<file path="config.mk">
export PLATFORM = sky130hd
export DESIGN_NAME = mexp_ctrl
export DESIGN_NICKNAME = d
export VERILOG_FILES = /design/src/rtl/mexp_pkg.sv /design/src/rtl/mexp_ctrl.sv
export SDC_FILE = /design/constraint.sdc
export NUM_CORES = 1
export LEC_CHECK = 0
export BUFFER_PORTS_ARGS = -buffer_cell sky130_fd_sc_hd__buf_2
export CAP_MARGIN = 20
export CORE_AREA = 5 5 42 44
export CTS_BUF_LIST = sky130_fd_sc_hd__clkbuf_16
export DETAILED_ROUTE_END_ITERATION = 16
export DIE_AREA = 0 0 47 49
export HOLD_SLACK_MARGIN = 0.06
export PLACE_DENSITY = 0.31
export SLEW_MARGIN = 20
export SYNTH_ARGS = -nofsm -noshare
export SYNTH_HDL_FRONTEND = slang
export SYNTH_SLANG_ARGS = --single-unit
</file>
<file path="constraint.sdc">
create_clock -name clk_i -period 2.3 [get_ports clk_i]
set_input_delay 0.345 -clock clk_i [delete_from_list [all_inputs] [get_ports clk_i]]
set_output_delay 0.345 -clock clk_i [all_outputs]
set_load 0.05 [all_outputs]
</file>
<file path="src/rtl/mexp_pkg.sv">
// Shared constants and types for the modular exponentiation block.
// The prime modulus, Barrett reduction constant and the controller/datapath structs.
// Depends on nothing.
package mexp_pkg;

  // Field widths
  localparam int unsigned MOD_W        = 30;
  localparam int unsigned EXP_IN_W     = 32;
  localparam int unsigned EXP_BITS_DEF = 32;

  // Prime modulus and Barrett constant floor(2^(2*MOD_W) / PRIME)
  localparam logic [MOD_W-1:0] PRIME      = 30'd998244353;
  localparam logic [MOD_W:0]   BARRETT_MU = 31'((64'd1 << (2 * MOD_W)) / 64'(PRIME));

  // Modulus multiples on the 32-bit remainder
  localparam logic [MOD_W+1:0] PRIME_X1 = {2'b00, PRIME};
  localparam logic [MOD_W+1:0] PRIME_X2 = {1'b0, PRIME, 1'b0};

  // Controller to datapath commands
  typedef struct packed {
    logic load;     // take a new base and exponent
    logic start;    // launch one square-and-multiply round
    logic commit;   // write back the round's products
    logic capture;  // move the accumulator to the output register
  } dp_cmd_t;

  // Datapath to controller status
  typedef struct packed {
    logic exp_zero;  // no exponent bits left
    logic mul_done;  // round products ready
  } dp_status_t;

endpackage

</file>
<file path="src/rtl/mexp_ctrl.sv">
// Controller: sequences load, square-and-multiply rounds and the output transfer.
// Depends on mexp_pkg for the command and status structs.
module mexp_ctrl (
  input  logic                 clk_i,
  input  logic                 rst_ni,
  input  logic                 in_valid_i,
  output logic                 in_ready_o,
  output logic                 out_valid_o,
  input  logic                 out_ready_i,
  input  mexp_pkg::dp_status_t status_i,
  output mexp_pkg::dp_cmd_t    cmd_o
);

  localparam logic [1:0] ST_IDLE   = 2'd0;
  localparam logic [1:0] ST_CHECK  = 2'd1;
  localparam logic [1:0] ST_WAIT   = 2'd2;
  localparam logic [1:0] ST_FINISH = 2'd3;

  logic [1:0] state_q, state_d;
  logic       out_valid_q, out_valid_d;
  logic       out_free;

  assign out_free = !out_valid_q || out_ready_i;

  // Next state and commands
  always_comb begin
    state_d     = state_q;
    cmd_o       = '0;
    in_ready_o  = 1'b0;
    unique case (state_q)
      ST_IDLE: begin
        in_ready_o = 1'b1;
        if (in_valid_i) begin
          cmd_o.load = 1'b1;
          state_d    = ST_CHECK;
        end
      end
      ST_CHECK: begin
        if (status_i.exp_zero) begin
          state_d = ST_FINISH;
        end else begin
          cmd_o.start = 1'b1;
          state_d     = ST_WAIT;
        end
      end
      ST_WAIT: begin
        if (status_i.mul_done) begin
          cmd_o.commit = 1'b1;
          state_d      = ST_CHECK;
        end
      end
      ST_FINISH: begin
        if (out_free) begin
          cmd_o.capture = 1'b1;
          state_d       = ST_IDLE;
        end
      end
      default: begin
        state_d = ST_IDLE;
      end
    endcase
  end

  // Output valid: set on capture, drop after the transfer
  always_comb begin
    out_valid_d = out_valid_q;
    priority if (cmd_o.capture) begin
      out_valid_d = 1'b1;
    end else if (out_ready_i) begin
      out_valid_d = 1'b0;
    end
  end

  always_ff @(posedge clk_i or negedge rst_ni) begin
    if (!rst_ni) begin
      state_q     <= ST_IDLE;
      out_valid_q <= 1'b0;
    end else begin
      state_q     <= state_d;
      out_valid_q <= out_valid_d;
    end
  end

  assign out_valid_o = out_valid_q;

endmodule

</file>
==> results of run 1 <==
-- cell families (layout without fill, tap and decap cells) --
group,Yosys count,after routing,synth area share
and+or+nand+nor,9,9,0.343
DFF,3,3,0.429
AOI/OAI and AO/OA,1,1,0.0571
muxes,1,1,0.129
buffers and inverters,1,16,0.0429
-- synthesized netlist by cell type, drive strengths merged --
| cell | count |
|---|---|
| and2 | 1 |
| and3b | 1 |
| buf | 1 |
| dfrtp | 3 |
| mux4 | 1 |
| nand2 | 1 |
| nand2b | 1 |
| nor2 | 2 |
| nor2b | 2 |
| nor3b | 1 |
| o22a | 1 |
-- metrics by stage --
stage                     instance area, um^2  instances   util  hold WS (ns)
after detailed placement                  243         41  0.173         0.142
after global placement                    243         41  0.173         0.142
after CTS                                 332         46  0.237         0.444
after global routing                      332         46  0.237         0.455
after floorplan                           175         15      -        0.0494
final                                     332         46  0.237         0.443
-- state kept, by name (all words and copies together) (netlist names) --
name / cells
out_valid_o: 1
state_q: 2
-- report_power, final --
| part | total (mW) | internal [mW] | switching (mW) |
|---|---|---|---|
| sequential | 0.115 | 0.0798 | 0.0350 |
| combinational | 0.278 | 0.0882 | 0.190 |
| clock | 0.270 | 0.224 | 0.0464 |
-- area by class of cell --
| type | instances | share of cell area |
|---|---|---|
| timing repair buffer | 12 | 0.196 |
| sequential | 3 | 0.226 |
| tap | 16 | 0.0604 |
| clock inverter | 1 | 0.0113 |
| clock buffer | 3 | 0.226 |
| multi-input combinational | 11 | 0.279 |
-- worst paths after layout --
| check | start | endpoint | slack [ns] | depth (start not counted) |
|---|---|---|---|---|
| max in group asynchronous | rst_ni | state_q[1] | 1.75 | 2 |
| worst max register to register | state_q[1] | state_q[0] | 1.19 | 1 |
| min in group clk_i | out_ready_i | out_valid_o | 0.44 | 3 |
| worst min register to register | state_q[0] | state_q[1] | 0.62 | 1 |
| worst max-delay path | state_q[1] | cmd_o[3] | 0.76 | 3 |
| worst min-delay path | rst_ni | out_valid_o | 0.44 | 2 |
-- worst max-delay path: cells and delay by family (launching register included) --
family                 cells  cell delay (ns)
buffers and inverters      1             0.26
DFF                        1             0.44
and+or+nand+nor            2             0.28
-- layer usage --
metal	up-vias	global-route usage
li1	83	-
met1	77	0.0710
met2	15	0.0588
met3	5	0.0517
met4	0	0.0691
met5	-	0
-- timing repair --
item | 4_1_cts | 5_1_grt
endpoints found under the hold margin | 3 | 0
hold buffers | 1 | 0
resized for setup | 0 | 0
buffers inserted | 0 | 0
==> results.txt, run 1 <==
----------------------------------------------------
[Run status]
  Outcome ... finished clean

[Global routing]
  Antenna violations before repair ... 0
  Total GRT Usage ... 0.0614
  Global-route wire length before repair ... 862 um
  Vias in the first global route ... 186
  Maximum number of pins on one net before global-route repair ... 7
  Sum of overflow across all layers after global routing ... 0

[Drt]
  Detailed-route vias per instance ... 3.91
  Met1 routed wirelength after detailed routing ... 208 um
  Router iterations before antenna repair ... 1
  Antenna Violating Nets Remaining ... 0
  Detailed router's first-iteration violation count ... 0
  Top layer in use ... met4
  Number of design rule violations left after detail routing ... 0
  Total number of vias ... 180
  Post-Route WL ... 515 um
  Met2 routed WL ... 179 um
  Wire length on met3 ... 99 um
  Detail-routed net length per standard cell ... 11.2 um

[Worst setup path]
  Critical-path top delay cell ... sky130_fd_sc_hd__dfrtp_1
  Slowest stage delay, CP ... 0.44 ns
  Data required time of the worst path ... 1.96 ns
  Critical path class ... reg -> out
  Critical path endpoint category ... primary output
  Crit path cell chain ... nor2_1 -> and2_1 -> buf_2
  Worst setup SP type ... flop
  CP Data Arrival Time ... 1.20 ns
  Peak fanout along the critical path ... 6

[Layout]
  Area of the multi-input gates ... 92.6 um^2
  Highest-count cells in the layout ignoring fill and taps ... sky130_fd_sc_hd__buf_2 (11), sky130_fd_sc_hd__clkbuf_16 (3), sky130_fd_sc_hd__dfrtp_1 (3)
  Number of filler cells placed in the layout ... 156
  Post-synthesis to final-layout area growth ... 89.3%
  Commonest non-fill, non-tap cell in the layout ... sky130_fd_sc_hd__buf_2
  Inserted Diodes ... 0
  NumNets Final ... 37
  Fraction of final layout cells sized beyond drive strength 1 ... 0.567
  Area of all sequential standard cells ... 75.1 um^2

[Timing]
  Maximum clock frequency ... 649 MHz
  Worst setup slack after layout ... 0.758 ns
  Unrepaired setup endpoints after global routing ... false
  Hold Violations, Final ... 0
  Worst slew margin ... 0.833
  Final Setup Violations ... 0
  Total count of max-transition violations in the final report ... 0
  Minimum clock period after layout ... 1.54 ns
  Transition time of the tightest slew-check pin ... 0.252 ns
  Worst Clk Skew ... 0.00347 ns
  Period utilisation layout ... 0.670
  Final-layout setup total negative slack ... 0 ns

[Synth]
  Synth cell types ... 12
  Number of instances in the synthesized netlist ... 15
  Total standard cell area after synthesis ... 175 um^2
  Top post-synthesis cells by area ... sky130_fd_sc_hd__dfrtp_1 (43%), sky130_fd_sc_hd__mux4_2 (13%), sky130_fd_sc_hd__nor2b_4 (7.9%), sky130_fd_sc_hd__o22a_2 (5.7%), sky130_fd_sc_hd__and3b_1 (5.0%)
  Net count after synthesis ... 21
  Largest area contributor in the netlist ... sky130_fd_sc_hd__dfrtp_1
  Proportion of synthesized chip area in sequential cells ... 0.429
  Yosys warning count ... 0
  Area share of the largest cell type after synthesis ... 0.429
  Post-Syn Area per Cell ... 11.7 um^2
  Number of flip-flops and latches in the synthesized netlist ... 3

[Clocking]
  CTS H-Tree Depth ... 1
  CTS max path bufs ... 2
  TritonCTS Sinks ... 3
  Clk pin slew, worst setup/hold paths ... 0.03 ns
  Number of clock buffers inserted by TritonCTS ... 3
  Clk root buf ... sky130_fd_sc_hd__clkbuf_16
  CTS tree ... done
  Worst-Skew Late Latency ... 0.22 ns

[Pwr]
  Power density of the placed cells ... 2000 mW/mm^2
  Leakage component of the power ... 0.171 nW
  Overall power ... 0.664 mW
  Worst vdd ir ... 0.000568 V

[Die]
  Top Ports ... 12
  Overall die area ... 0.00230 mm^2
  Core Box Area ... 0.00140 mm^2
  Die height ... 49 um
  Starting density of the core ... 0.125
  Site Rows ... 14
  Die Span X ... 47 um

[Flow run]
  Max Cap Viol ... 0

[Place]
  Worst slack, placed ... 0.981 ns
  Total of buffers placed on input and output ports ... 11
  RePlAce Congestion ... 0.638

[Worst hold path]
  Worst Hold Class ... in -> async

----------------------------------------------------
(Power assumes the default switching activity.)
==> run 2, diff against run 1 <==
- PLACE_DENSITY: 0.31 -> 0.32
- clock period: 2.3 -> 1.4 ns (I/O delays scaled with it)
==> run 2 against run 1 <==
Net effect: wire length is 5.8% lower; count of clock-buffer cells in the layout stayed put; via count down 6.7%; highest routed layer is now met3; sequential power is 70% higher; register-to-register slack got worse by 0.88 ns; worst setup slack worse by 0.70 ns.
==> results.txt, run 2 (same netlist as run 1, synthesis figures left out) <==
----------------------------------------------------
[Worst hold path]
  Worst Hold Class ... in -> reg
  WHS Path Cells ... 3
  Hold path startpoint ... out_ready_i
  Hold-critical path endpoint ... out_valid_o

[Global routing]
  Global-route wire length before repair ... 793 um
  Sum of overflow across all layers after global routing ... 0
  Vias in the first global route ... 189
  Maximum number of pins on one net before global-route repair ... 7
  Antenna violations before repair ... 0
  Total GRT Usage ... 0.0544

[Worst setup path]
  Worst setup SP type ... flop
  Critical path endpoint category ... primary output
  Critical-path top delay cell ... sky130_fd_sc_hd__dfrtp_1
  Depth of the worst register-to-register path ... 2
  Capturing point of the worst reg2reg path ... state_q[0]
  Worst-case register-to-register setup slack ... 0.31 ns
  Number of buffers and inverters on the critical path ... 1
  Critical path class ... reg -> out
  Peak fanout along the critical path ... 6
  Data required time of the worst path ... 1.19 ns
  CP Data Arrival Time ... 1.13 ns
  Slowest stage delay, CP ... 0.43 ns
  FF-to-FF Start ... out_valid_o
  Family with the most delay on the worst path ... flip-flops
  Crit path cell chain ... and3b_1 -> buf_2

[Timing]
  Worst slew margin ... 0.833
  Transition time of the tightest slew-check pin ... 0.252 ns
  Worst hold slack ... 0.301 ns
  Maximum clock frequency ... 747 MHz
  Final Setup Violations ... 0
  Worst Clk Skew ... 0.00292 ns
  Hold Violations, Final ... 0
  Minimum clock period after layout ... 1.34 ns
  Unrepaired setup endpoints after global routing ... false
  Period utilisation layout ... 0.956
  Final-layout setup total negative slack ... 0 ns
  Total count of max-transition violations in the final report ... 0

[Layout]
  NumNets Final ... 37
  Largest register FFs ... 2
  Commonest non-fill, non-tap cell in the layout ... sky130_fd_sc_hd__buf_2
  Fraction of final layout cells sized beyond drive strength 1 ... 0.667
  Final non-filler cell area ... 348 um^2
  Inserted Diodes ... 0
  Highest-count cells in the layout ignoring fill and taps ... sky130_fd_sc_hd__buf_2 (8), sky130_fd_sc_hd__clkbuf_16 (3), sky130_fd_sc_hd__dfrtp_1 (2), sky130_fd_sc_hd__buf_4 (2)
  Post-synthesis to final-layout area growth ... 98.6%
  Largest reg by FF count ... state_q
  Number of filler cells placed in the layout ... 162

[Clocking]
  Number of clock buffers inserted by TritonCTS ... 3
  CTS H-Tree Depth ... 1
  CTS max path bufs ... 2
  Clk root buf ... sky130_fd_sc_hd__clkbuf_16
  Post CTS Setup Buffer Count ... 0
  Clk pin slew, worst setup/hold paths ... 0.03 ns
  CTS tree ... done
  TritonCTS Sinks ... 3
  Worst-Skew Late Latency ... 0.22 ns

[Run status]
  Outcome ... finished clean

[Die]
  Overall die area ... 0.00230 mm^2
  Core Box Area ... 0.00140 mm^2
  Site Rows ... 14
  Starting density of the core ... 0.125
  Die height ... 49 um
  Die Span X ... 47 um
  Top Ports ... 12

[Pwr]
  Share of power burned in combinational logic ... 0.430
  Switching Share ... 0.403
  Net Switching ... 0.452 mW
  Cell-internal power ... 0.670 mW
  Leakage component of the power ... 0.172 nW
  Sequential group share of total power ... 0.175
  Power share of the clock group ... 0.395
  Power density of the placed cells ... 3220 mW/mm^2
  Worst vdd ir ... 0.00107 V

[Drt]
  Antenna Violating Nets Remaining ... 0
  Post-Route WL ... 485 um
  Detailed-route vias per instance ... 3.65
  Detail-routed net length per standard cell ... 10.5 um
  Total number of vias ... 168
  Router iterations before antenna repair ... 2
  Number of design rule violations left after detail routing ... 0
  Detailed router's first-iteration violation count ... 4

[Place]
  RePlAce Congestion ... 0.615
  Post-DP HPWL ... 383 um
  Total of buffers placed on input and output ports ... 11
  Placed inst area ... 250 um^2

[Flow run]
  Max Cap Viol ... 0

----------------------------------------------------
[run 2: changes by cell type in the layout (fill, tap and decap cells not counted), sizes merged]
cell	delta
buf	-1
clkbuf	+1
[run 2: stage by stage]
stage          instances  worst slack, ns  total power [mW]  utilization
4_1_cts               46           0.0177              1.13        0.246
3_3_place_gp          41            0.233             0.662        0.179
2_1_floorplan         15           -0.219             0.576            -
3_5_place_dp          41            0.219             0.663        0.179
6_report              46           0.0619              1.12        0.248
5_1_grt               46          0.00337              1.18        0.248
[run 2: area by class of cell]
class	count	area, um^2	share of cell area
clock inverters	1	3.75	0.0108
clock buffers	3	75.1	0.216
well taps	16	20.0	0.0576
repair buffers	12	72.6	0.209
flip-flops and latches	3	76.3	0.219
multi-input cells	11	100	0.288
[run 2: power groups by stage]
stage          clock (mW)  sequential [mW]  combinational, mW
2_1_floorplan           0            0.228              0.348
3_3_place_gp            0            0.194              0.468
3_5_place_dp            0            0.195              0.468
4_1_cts             0.451            0.195              0.486
5_1_grt             0.463            0.209              0.509
6_report            0.443            0.196              0.482
[run 2: worst max path at each step]
| stage | start | end | slack [ns] | cells after the start |
|---|---|---|---|---|
| after floorplan | state_q[1] | cmd_o[3] | -0.22 | 2 |
| final | state_q[0] | cmd_o[1] | 0.06 | 2 |
| after global routing | state_q[0] | cmd_o[2] | 0.003 | 2 |
| after CTS | state_q[1] | cmd_o[2] | 0.02 | 2 |
| after detailed placement | state_q[1] | cmd_o[3] | 0.22 | 3 |
| after global placement | state_q[1] | cmd_o[0] | 0.23 | 3 |
[run 2: per-layer routing]
layer	global-route usage	wire (um)	vias to the layer above	part of all wire
met2	0.0566	197	13	0.41
met3	0.0406	85	0	0.18
met4	0.0553	0	0	0
met1	0.0643	202	73	0.42
li1	-	-	82	-
met5	0	0	-	0
[run 2: what timing repair did]
| action | CTS | global route |
|---|---|---|
| setup endpoints to repair | 2 | 3 |
| pin swaps | 0 | 0 |
| endpoints found under the hold margin | 3 | 0 |
| gates resized for setup | 2 | 2 |
| hold buffers | 1 | 0 |
[run 2: worst register-to-register path, stage by stage, from the launching register on]
cell                      delay, ns
sky130_fd_sc_hd__dfrtp_1       0.36
sky130_fd_sc_hd__nor2b_4       0.13
sky130_fd_sc_hd__mux4_2        0.46
==> run 3, diff against run 2 <==
- RECOVER_POWER: default -> 25
==> run 3 against run 2 <==
Net effect: total power barely moved; worst setup slack did not move; critical path depth did not move; critical endpoint unchanged; global-route usage did not move; sequential cell count did not move; via count did not move; final area fell by 0.36%; sequential share of layout area rose by 0.079 points; sequential power barely moved.
==> results.txt, run 3 (same netlist as run 1, synthesis figures left out) <==
----------------------------------------------------
[Layout]
  Count of non-filler cells in the finished layout ... 46
  Commonest non-fill, non-tap cell in the layout ... sky130_fd_sc_hd__buf_2
  Inserted Diodes ... 0
  Largest register FFs ... 2
  NumNets Final ... 37
  Post-layout util ... 0.247
  Number of filler cells placed in the layout ... 163
  Largest reg by FF count ... state_q
  Fraction of final layout cells sized beyond drive strength 1 ... 0.633
  Post-synthesis to final-layout area growth ... 97.9%
  Highest-count cells in the layout ignoring fill and taps ... sky130_fd_sc_hd__buf_2 (7), sky130_fd_sc_hd__clkbuf_16 (3), sky130_fd_sc_hd__dfrtp_1 (2), sky130_fd_sc_hd__buf_4 (2)

[Drt]
  Met2 routed WL ... 197 um
  Wire length on met3 ... 85 um
  Antenna Violating Nets Remaining ... 0
  Top layer in use ... met3
  Post-Route WL ... 482 um
  Router iterations before antenna repair ... 2
  Detail-routed net length per standard cell ... 10.5 um
  Detailed-route vias per instance ... 3.65
  Number of design rule violations left after detail routing ... 0
  Met1 routed wirelength after detailed routing ... 199 um
  Total number of vias ... 168
  Detailed router's first-iteration violation count ... 4

[Global routing]
  Maximum number of pins on one net before global-route repair ... 7
  Total GRT Usage ... 0.0544
  Vias in the first global route ... 189
  Global-route wire length before repair ... 793 um
  Antenna violations before repair ... 0
  Sum of overflow across all layers after global routing ... 0

[Worst setup path]
  CP Data Arrival Time ... 1.13 ns
  Family with the most delay on the worst path ... flip-flops
  Data required time of the worst path ... 1.19 ns
  Number of stages on the worst setup path ... 2
  Critical path class ... reg -> out
  Critical path endpoint category ... primary output
  Crit path cell chain ... and3b_1 -> buf_2
  Slowest stage delay, CP ... 0.43 ns
  Critical-path top delay cell ... sky130_fd_sc_hd__dfrtp_1
  Peak fanout along the critical path ... 6
  Number of buffers and inverters on the critical path ... 1
  Depth of the worst register-to-register path ... 2
  Worst setup SP type ... flop

[Clocking]
  TritonCTS Sinks ... 3
  CTS max path bufs ... 2
  CTS tree ... done
  Clk pin slew, worst setup/hold paths ... 0.03 ns
  Number of clock buffers inserted by TritonCTS ... 3
  Clk root buf ... sky130_fd_sc_hd__clkbuf_16
  Worst-Skew Late Latency ... 0.22 ns
  CTS H-Tree Depth ... 1
  Post CTS Setup Buffer Count ... 0

[Place]
  RePlAce Congestion ... 0.615
  Total of buffers placed on input and output ports ... 11
  Worst slack, placed ... 0.219 ns
  Number of placed instances with taps included ... 41
  Post-DP HPWL ... 383 um

[Timing]
  Final Setup Violations ... 0
  Total count of max-transition violations in the final report ... 0
  Worst slew margin ... 0.833
  Unrepaired setup endpoints after global routing ... false
  Minimum clock period after layout ... 1.34 ns
  Worst setup slack after layout ... 0.0619 ns
  Maximum clock frequency ... 747 MHz
  Period utilisation layout ... 0.956
  Transition time of the tightest slew-check pin ... 0.252 ns
  Hold Violations, Final ... 0
  Worst hold slack ... 0.301 ns
  Worst Clk Skew ... 0.00292 ns

[Die]
  Starting density of the core ... 0.125
  Die Span X ... 47 um
  Site Rows ... 14
  Top Ports ... 12
  Core Box Area ... 0.00140 mm^2
  Overall die area ... 0.00230 mm^2
  Die height ... 49 um

[Pwr]
  Leakage component of the power ... 0.169 nW
  Power density of the placed cells ... 3230 mW/mm^2
  Overall power ... 1.12 mW
  Worst vdd ir ... 0.00107 V

[Worst hold path]
  WHS Path Cells ... 3
  Worst Hold Class ... in -> reg

[Flow run]
  Max Cap Viol ... 0

[Run status]
  Outcome ... finished clean

----------------------------------------------------
[run 3: cell count changes in the layout (fill, tap and decap cells not counted), sizes merged]
cell,change
buf,-1
clkbuf,+1
[run 3: worst reg2reg max path, stage by stage (launching register included)]
cell                      delay (ns)
sky130_fd_sc_hd__dfrtp_1        0.36
sky130_fd_sc_hd__nor2b_4        0.13
sky130_fd_sc_hd__mux4_2         0.46
[run 3: routing by layer]
metal / vias to the layer above / GRT usage
met3: 0 / 0.0406
met4: 0 / 0.0553
li1: 82 / -
met5: - / 0
met1: 73 / 0.0643
met2: 13 / 0.0566
[run 3: layout make-up]
type | instances | area (um^2) | area share
clock buffer | 3 | 75.1 | 0.217
clock inverter | 1 | 3.75 | 0.0108
multi-input combinational | 11 | 100 | 0.289
sequential | 3 | 76.3 | 0.220
tap | 16 | 20.0 | 0.0578
timing repair buffer | 12 | 71.3 | 0.206
[run 3: path summary, 6_finish.rpt]
path	to	start	slack [ns]
max	cmd_o[1]	state_q[0]	0.06
min	out_valid_o	out_ready_i	0.30
min in group asynchronous	out_valid_o	rst_ni	0.33
min reg2reg	state_q[1]	state_q[0]	0.62
max in group asynchronous	state_q[1]	rst_ni	0.91
max reg2reg	state_q[0]	out_valid_o	0.31
[run 3: per-stage QoR]
stage	TNS (ns)	cell area (um^2)
floorplan	-0.219	183
global placement	0	250
detailed placement	0	250
CTS	0	344
global route	0	347
finish	0	347
[run 3: power by group]
group	internal [mW]	total (mW)	switching, mW
sequential	0.134	0.196	0.0620
clock	0.368	0.443	0.0750
combinational	0.167	0.482	0.315
[run 3: timing repair]
action,4_1_cts,5_1_grt
hold buffers,1,0
resized for setup,2,2
gates cloned,0,0
endpoints found under the hold margin,3,0
endpoints found under the setup margin,2,3
